===== src/rtl/rk4tb_pkg.sv =====
// shared types, codes and fixed-point helpers for the rk4 orbit step block
package rk4tb_pkg;

  // arithmetic unit operations
  localparam logic [1:0] OP_MUL  = 2'd0;
  localparam logic [1:0] OP_DIV  = 2'd1;
  localparam logic [1:0] OP_SQRT = 2'd2;

  // result status codes
  localparam logic [1:0] STAT_OK          = 2'd0;
  localparam logic [1:0] STAT_ZERO_RADIUS = 2'd1;
  localparam logic [1:0] STAT_BAD_CFG     = 2'd2;
  localparam logic [1:0] STAT_FINISHED    = 2'd3;

  // configuration register indexes
  localparam logic [1:0] REG_GRAVITY  = 2'd0;
  localparam logic [1:0] REG_STEP     = 2'd1;
  localparam logic [1:0] REG_DURATION = 2'd2;

  // register reset values, Q32.32
  localparam logic [62:0] GRAVITY_RESET  = 63'd1711975861702152;
  localparam logic [62:0] STEP_RESET     = 63'd257698037760;
  localparam logic [62:0] DURATION_RESET = 63'd23192823398400;

  // one third rounded up, scaled by 2^64; exact floor for operands below 2^62
  localparam logic [63:0] SIXTH_RECIP = 64'h5555_5555_5555_5556;

  localparam logic [63:0] SMAX = {1'b0, {63{1'b1}}};
  localparam logic [63:0] SMIN = {1'b1, {63{1'b0}}};

  typedef struct packed {
    logic       start;
    logic [1:0] op;
  } arith_req_t;

  typedef struct packed {
    logic busy;
    logic done;
  } arith_rsp_t;

  // magnitude of a two's complement value
  function automatic logic [63:0] mag64(input logic [63:0] x);
    mag64 = x[63] ? (64'd0 - x) : x;
  endfunction

  // sign and magnitude to saturated two's complement
  function automatic logic [63:0] from_sm(input logic neg, input logic [127:0] m);
    if (!neg) begin
      from_sm = (m[127:63] != 65'd0) ? SMAX : m[63:0];
    end else if ((m[127:64] != 64'd0) || (m[63] && (m[62:0] != 63'd0))) begin
      from_sm = SMIN;
    end else begin
      from_sm = 64'd0 - m[63:0];
    end
  endfunction

  // saturating signed add
  function automatic logic [63:0] sat_add(input logic [63:0] a, input logic [63:0] b);
    logic [63:0] s;
    s = a + b;
    if ((a[63] == b[63]) && (s[63] != a[63])) begin
      sat_add = a[63] ? SMIN : SMAX;
    end else begin
      sat_add = s;
    end
  endfunction

endpackage


===== src/rtl/rk4tb_arith.sv =====
// shared multi-cycle unit: 64x64 multiply, 128-bit divide, 128-bit square root
module rk4tb_arith (
  input  logic                   clk,
  input  logic                   rst,
  input  rk4tb_pkg::arith_req_t  req,
  input  logic [127:0]           opa,
  input  logic [127:0]           opb,
  output rk4tb_pkg::arith_rsp_t  rsp,
  output logic [127:0]           result
);
  import rk4tb_pkg::*;

  logic         busy;
  logic         done;
  logic [1:0]   op;
  logic [6:0]   cnt;

  // multiply datapath
  logic [63:0]  ma;
  logic [63:0]  mb;
  logic [63:0]  prod;
  logic [1:0]   psh;
  logic [127:0] acc;
  logic [31:0]  part_a;
  logic [31:0]  part_b;
  logic [127:0] prod_sh;

  // divide datapath
  logic [127:0] quo;
  logic [127:0] rem;
  logic [127:0] den;
  logic [128:0] rem_sh;
  logic [128:0] rem_sub;

  // square root datapath
  logic [127:0] sn;
  logic [67:0]  srem;
  logic [63:0]  root;
  logic [67:0]  srm;
  logic [67:0]  trial;

  assign rsp.busy = busy;
  assign rsp.done = done;

  // partial product select and alignment
  always_comb begin
    part_a = cnt[1] ? ma[63:32] : ma[31:0];
    part_b = cnt[0] ? mb[63:32] : mb[31:0];
    case (psh)
      2'd0:    prod_sh = {64'd0, prod};
      2'd1:    prod_sh = {32'd0, prod, 32'd0};
      2'd2:    prod_sh = {prod, 64'd0};
      default: prod_sh = 128'd0;
    endcase
  end

  // restoring divide and square root steps
  always_comb begin
    rem_sh  = {rem, quo[127]};
    rem_sub = rem_sh - {1'b0, den};
    srm     = {srem[65:0], sn[127:126]};
    trial   = {2'b00, root, 2'b01};
  end

  always_comb begin
    case (op)
      OP_MUL:  result = acc;
      OP_DIV:  result = quo;
      OP_SQRT: result = {64'd0, root};
      default: result = 128'd0;
    endcase
  end

  // sequencing of the selected operation
  always_ff @(posedge clk) begin
    if (rst) begin
      busy <= 1'b0;
      done <= 1'b0;
      op   <= OP_MUL;
      cnt  <= 7'd0;
    end else begin
      done <= 1'b0;
      if (req.start && !busy) begin
        busy <= 1'b1;
        op   <= req.op;
        cnt  <= 7'd0;
        case (req.op)
          OP_MUL: begin
            ma  <= opa[63:0];
            mb  <= opb[63:0];
            acc <= 128'd0;
          end
          OP_DIV: begin
            quo <= opa;
            rem <= 128'd0;
            den <= opb;
          end
          OP_SQRT: begin
            sn   <= opa;
            srem <= 68'd0;
            root <= 64'd0;
          end
          default: ;
        endcase
      end else if (busy) begin
        cnt <= cnt + 7'd1;
        case (op)
          OP_MUL: begin
            prod <= part_a * part_b;
            psh  <= {1'b0, cnt[1]} + {1'b0, cnt[0]};
            if (cnt != 7'd0) begin
              acc <= acc + prod_sh;
            end
            if (cnt == 7'd4) begin
              busy <= 1'b0;
              done <= 1'b1;
            end
          end
          OP_DIV: begin
            if (!rem_sub[128]) begin
              rem <= rem_sub[127:0];
              quo <= {quo[126:0], 1'b1};
            end else begin
              rem <= rem_sh[127:0];
              quo <= {quo[126:0], 1'b0};
            end
            if (cnt == 7'd127) begin
              busy <= 1'b0;
              done <= 1'b1;
            end
          end
          OP_SQRT: begin
            sn <= {sn[125:0], 2'b00};
            if (srm >= trial) begin
              srem <= srm - trial;
              root <= {root[62:0], 1'b1};
            end else begin
              srem <= srm;
              root <= {root[62:0], 1'b0};
            end
            if (cnt == 7'd63) begin
              busy <= 1'b0;
              done <= 1'b1;
            end
          end
          default: begin
            busy <= 1'b0;
            done <= 1'b1;
          end
        endcase
      end
    end
  end

  // a completion only follows a running operation
  a_done_after_busy: assert property (@(posedge clk) disable iff (rst)
    done |-> $past(busy))
    else $error("arith done without a running operation");

  // an accepted request makes the unit busy
  a_start_busy: assert property (@(posedge clk) disable iff (rst)
    (req.start && !busy) |=> busy)
    else $error("arith request not taken");

  // completion is a single-cycle pulse
  a_done_pulse: assert property (@(posedge clk) disable iff (rst)
    done |=> !done)
    else $error("arith done held for more than one cycle");

endmodule


===== config.mk =====
export PLATFORM = sky130hd
export DESIGN_NAME = rk4tb_arith
export DESIGN_NICKNAME = d
export VERILOG_FILES = /design/src/rtl/rk4tb_pkg.sv /design/src/rtl/rk4tb_arith.sv
export SDC_FILE = /design/constraint.sdc
export NUM_CORES = 2
export LEC_CHECK = 0
export BUFFER_PORTS_ARGS = -buffer_cell sky130_fd_sc_hd__buf_4
export CAP_MARGIN = 0
export CORE_AREA = 2 2 397 399
export CTS_CLUSTER_DIAMETER = 200
export CTS_CLUSTER_SIZE = 16
export DETAILED_ROUTE_END_ITERATION = 8
export DIE_AREA = 0 0 399 401
export GPL_TIMING_DRIVEN = 0
export MAX_ROUTING_LAYER = met4
export PLACE_DENSITY = 0.86
export SYNTH_ARGS = -nofsm -noshare
export SYNTH_HDL_FRONTEND = slang
export SYNTH_SLANG_ARGS = --single-unit

===== constraint.sdc =====
create_clock -name clk -period 43.5 [get_ports clk]
set_clock_uncertainty 0.05 [all_clocks]
set_input_delay 4.35 -clock clk [delete_from_list [all_inputs] [get_ports clk]]
set_output_delay 4.35 -clock clk [all_outputs]
set_load 0.01 [all_outputs]

==> results of run 1 <==
==> metrics by stage <==
step	utilization [%]	instance area, µm²	std cells	hold WS (ns)	worst slack [ns]
2_1_floorplan	-	93000	9991	0.421	22.76
3_5_place_dp	64.1	99700	12500	0.450	31.28
3_3_place_gp	63.3	98500	12400	0.428	16.11
4_1_cts	65.3	102000	12600	0.428	31.24
5_1_grt	65.4	102000	12600	0.453	30.70
==> cells by family after synthesis <==
logic type               Yosys count  share of synthesized area [%]
multiplexers                     404                           4.43
XOR/XNOR                         365                           3.46
AO/OA/AOI/OAI                   1607                           10.8
AND/OR/NAND/NOR                 3477                           15.7
flip-flops                       975                           31.4
adder cells (fa/ha/maj)         1484                           27.2
buffers and inverters           1679                           7.06
==> per-layer routing <==
layer  GRT usage (%)
met1            56.8
met2            67.3
met3            13.9
met4            30.3
met5               -
==> flow_metrics.py, run 1 <==
metrics = {
    "synthesis": {
        "ys_ff_latch": 975,
        "synthCells": 9991,
        "yosys_warnings": 0,
        "synth_common_cells": "nand2_1 (1581), nor2_1 (1264), inv_1 (1155)",
        "synth_top_cell_by_area": "edfxtp_1",
        "synth_top_area_share_pct": 31.1,
        "syn-num-nets": 11700,
        "yosysMostFrequentCell": "nand2_1",
        "synth_area_mm2": 0.0930,
        "synthArstFlopShare_pct": 0,
        "syn_area_per_cell_um2": 9.31,
        "synth_top_flop_cell": "edfxtp_1",
        "synth_edf_count": 964,
        "synth_cell_type_count": 100,
        "ys_seq_area_share_pct": 31.4,
        "synth.area.top_cells": "edfxtp_1 (31%), fa_1 (19%), ha_1 (7.9%), nand2_1 (6.4%), nor2_1 (5.1%)",
    },
    "placement": {
        "portBuffers": 389,
        "post-dp-hpwl_mm": 298,
        "finalWeightedCongestion": 1.15,
    },
    "clock_tree": {
        "post-cts-setup-buffers": 0,
        "cts_buffer_depth": 3,
        "cts.sinks": 975,
        "post_cts_resized": 0,
        "cts_buffers": 70,
        "htree_levels": 3,
        "postCtsHoldBufs": 0,
        "cts-root-buf": "clkbuf_16",
    },
    "floorplan": {
        "start_util_pct": 59.8,
        "num_rows": 145,
        "die_h_um": 401,
        "fp.dieW_um": 399,
        "pin_count": 391,
    },
    "global_route": {
        "grt_pass1_wl_mm": 524,
        "antenna_found_initial": 31,
        "grt_max_degree": 61,
        "overflow": 0,
        "grt_usage_pct": 46.6,
        "grt_pass1_vias": 79100,
    },
    "outcome": {
        "haltStage": "5_2_route",
        "error": "[ERROR DRT-0255] Maze Route cannot find path of net opa[84] in worker of routeBox ( 386400 289800 ) ( 399000 338100 ).",
        "status": "did not finish",
    },
}
==> inputs of run 2 (changes only) <==
CORE_AREA = 2 2 486 488   (was 2 2 397 399)
CTS_CLUSTER_DIAMETER = not set   (was 200)
CTS_CLUSTER_SIZE = not set   (was 16)
DIE_AREA = 0 0 488 490   (was 0 0 399 401)
MAX_ROUTING_LAYER = not set   (was met4)
PLACE_DENSITY = not set   (was 0.86)
PLACE_DENSITY_LB_ADDON = 0.15   (was not set)
==> run 2 against run 1 <==
Net effect:
- the flow now finishes, with violations (max-capacitance violations, max-slew violations)
- synthesized area unchanged
- global-route usage decreased by 15 points
- synthesized cell count unchanged
==> flow_metrics.py, run 2 <==
metrics = {
    "global_route": {
        "grt_max_degree": 59,
        "grt_pass1_vias": 76900,
        "antenna_found_initial": 60,
        "grt_usage_pct": 31.9,
        "overflow": 0,
        "grt_pass1_wl_mm": 548,
    },
    "clock_tree": {
        "cts-root-buf": "clkbuf_16",
        "post-cts-setup-buffers": 0,
        "tritoncts": "built",
        "htree_levels": 3,
        "post_cts_resized": 0,
        "clk_pin_slew_ns": 0.06,
        "cts_buffer_depth": 3,
        "postCtsHoldBufs": 0,
        "cts_buffers": 114,
        "cts.sinks": 975,
        "clk_latency_ns": 0.80,
    },
    "drt": {
        "dr.max_layer_used": "met5",
        "wl_met1_mm": 162,
        "wl_met3_mm": 32.0,
        "num_vias": 77200,
        "wl_per_cell_um": 27.9,
        "drt-initial-drc-count": 7250,
        "drc": 0,
        "ant_nets": 0,
        "met2_wirelength_mm": 172,
        "routed_wl_mm": 388,
        "firstDrtPassIters": 8,
        "viasPerCell": 5.56,
    },
    "placement": {
        "post-dp-hpwl_mm": 320,
        "portBuffers": 389,
        "finalWeightedCongestion": 1.04,
        "post-place-ws_ns": 31.51,
        "dp_cells": 13600,
    },
    "synthesis": {
        "ys_seq_area_share_pct": 31.4,
        "syn-num-nets": 11700,
        "synth_edf_count": 964,
        "yosysMostFrequentCell": "nand2_1",
        "synth.area.top_cells": "edfxtp_1 (31%), fa_1 (19%), ha_1 (7.9%), nand2_1 (6.4%), nor2_1 (5.1%)",
        "synth_area_mm2": 0.0930,
        "yosys_warnings": 0,
        "synthArstFlopShare_pct": 0,
        "synth_top_flop_cell": "edfxtp_1",
        "synth_common_cells": "nand2_1 (1581), nor2_1 (1264), inv_1 (1155)",
        "synth_top_cell_by_area": "edfxtp_1",
        "synth_top_area_share_pct": 31.1,
        "synth_cell_type_count": 100,
        "ys_ff_latch": 975,
        "synthCells": 9991,
        "syn_area_per_cell_um2": 9.31,
    },
    "hold_path": {
        "min_path_type": "register to register",
        "min-delay-start": "sn[55]",
    },
    "timing": {
        "period_needed_ns": 12.17,
        "setup_viol": 0,
        "worst_pin_slew_ns": 1.55,
        "period_share_pct": 28.0,
        "setup_slack_ns": 31.33,
        "setup_tns_ns": 0,
        "rsz0062_at_grt": "no",
        "relSlewSlack_pct": -6.37,
        "clock.fmax_mhz": 82.1,
        "fin_hold_ws_ns": 0.448,
        "hold_viol": 0,
        "maxSlewViolCount": 30,
    },
    "worst_setup_path": {
        "critPathSlowestCell": "mux2i_1",
        "r2r_start": "cnt[0]",
        "cp-end-kind": "register",
        "crit_type": "register to register",
        "critPathMostFrequentCell": "fa_1",
        "critPathArrivalTime_ns": 12.63,
        "crit_family": "adder cells",
        "worst_path_largest_cell_delay_ns": 1.01,
        "worstPathRequired_ns": 43.95,
        "crit_fanout": 10,
        "cp-startpoint": "cnt[0]",
        "startpoint_type": "register",
        "critical_path_buf_inv_count": 5,
    },
    "power_and_ir_drop": {
        "power_mw": 9.38,
        "p_leak_nw": 46.2,
        "vdd_drop_max_uv": 216,
        "p_per_area_mw_per_mm2": 89.2,
    },
    "floorplan": {
        "dieArea_mm2": 0.239,
        "core_mm2": 0.234,
        "pin_count": 391,
        "num_rows": 178,
        "start_util_pct": 39.7,
        "die_h_um": 490,
        "fp.dieW_um": 488,
    },
    "finish": {
        "layout_common_cells": "nand2_1 (1581), nor2_1 (1262), inv_1 (1155), edfxtp_1 (964), fa_1 (898)",
        "final_common_cell": "nand2_1",
        "syn_to_final_growth_pct": 13.0,
        "final_nets": 12300,
        "n_fill_cell": 23000,
        "multiInputGateArea_mm2": 0.0575,
        "stdcell_count": 13900,
        "seqCellArea_mm2": 0.0292,
        "drive_gt1_share_pct": 8.37,
    },
    "outcome": {
        "violations": "max-capacitance violations, max-slew violations",
        "status": "finished with violations",
    },
    "job": {
        "drv_cap": 6,
    },
}
run 2: worst paths after layout:
path | end | slack [ns] | cells after the start
min reg2reg | sn[57] | 0.45 | 2
min | sn[57] | 0.45 | 2
max reg2reg | prod[54] | 31.33 | 29
max | prod[54] | 31.33 | 29
run 2: where the power goes:
group / leakage [nW] / total [mW] / internal (mW) / switching, mW
combinational: 35.5 / 6.89 / 2.67 / 4.23
sequential: 8.90 / 1.51 / 1.40 / 0.107
clock: 1.82 / 0.979 / 0.556 / 0.423
run 2: layer usage:
layer  GRT usage [%]  vias up
met5               0        -
met4            15.3       10
met3            6.21      696
met2            49.3     3252
met1            42.9    38800
li1                -    34500
run 2: cells by family (layout without fill, tap and decap cells):
kind of cell               count (synthesis)  after routing  synth area share [%]
buffers and inverters                   1679           2372                  7.06
xor gates and xnor gates                 365            365                  3.46
adders and majority gates               1484           1484                  27.2
muxes                                    404            404                  4.43
and+or+nand+nor                         3477           3477                  15.7
AOI/OAI and AO/OA                       1607           1607                  10.8
other                                      0             37                     0
DFF                                      975            975                  31.4
run 2: layout make-up:
cell class              count  area share (%)
flip-flops and latches    975            27.7
multi-input cells        7337            54.7
clock buffers             148            2.91
clock inverters            62           0.619
well taps                3150            3.75
inverters                1156            4.13
repair buffers            483            3.91
diodes                     37          0.0881
plain buffers             523            2.13
run 2: stage by stage:
stage	util (%)	area (µm²)
after floorplan	-	93000
after global placement	42.7	99900
after detailed placement	43.3	101000
after CTS	44.9	105000
after global routing	44.9	105000
final	44.9	105000
run 2: worst register-to-register path, delay by kind of cell (launching register included):
family / cells / cell delay (ns)
adder cells (fa/ha/maj): 9 / 4.44
buffers and inverters: 5 / 2.67
AO/OA/AOI/OAI: 10 / 2.44
multiplexers: 1 / 1.01
AND/OR/NAND/NOR: 3 / 0.64
flip-flops: 1 / 0.57
XOR/XNOR: 1 / 0.11
(Power assumes the default switching activity.)
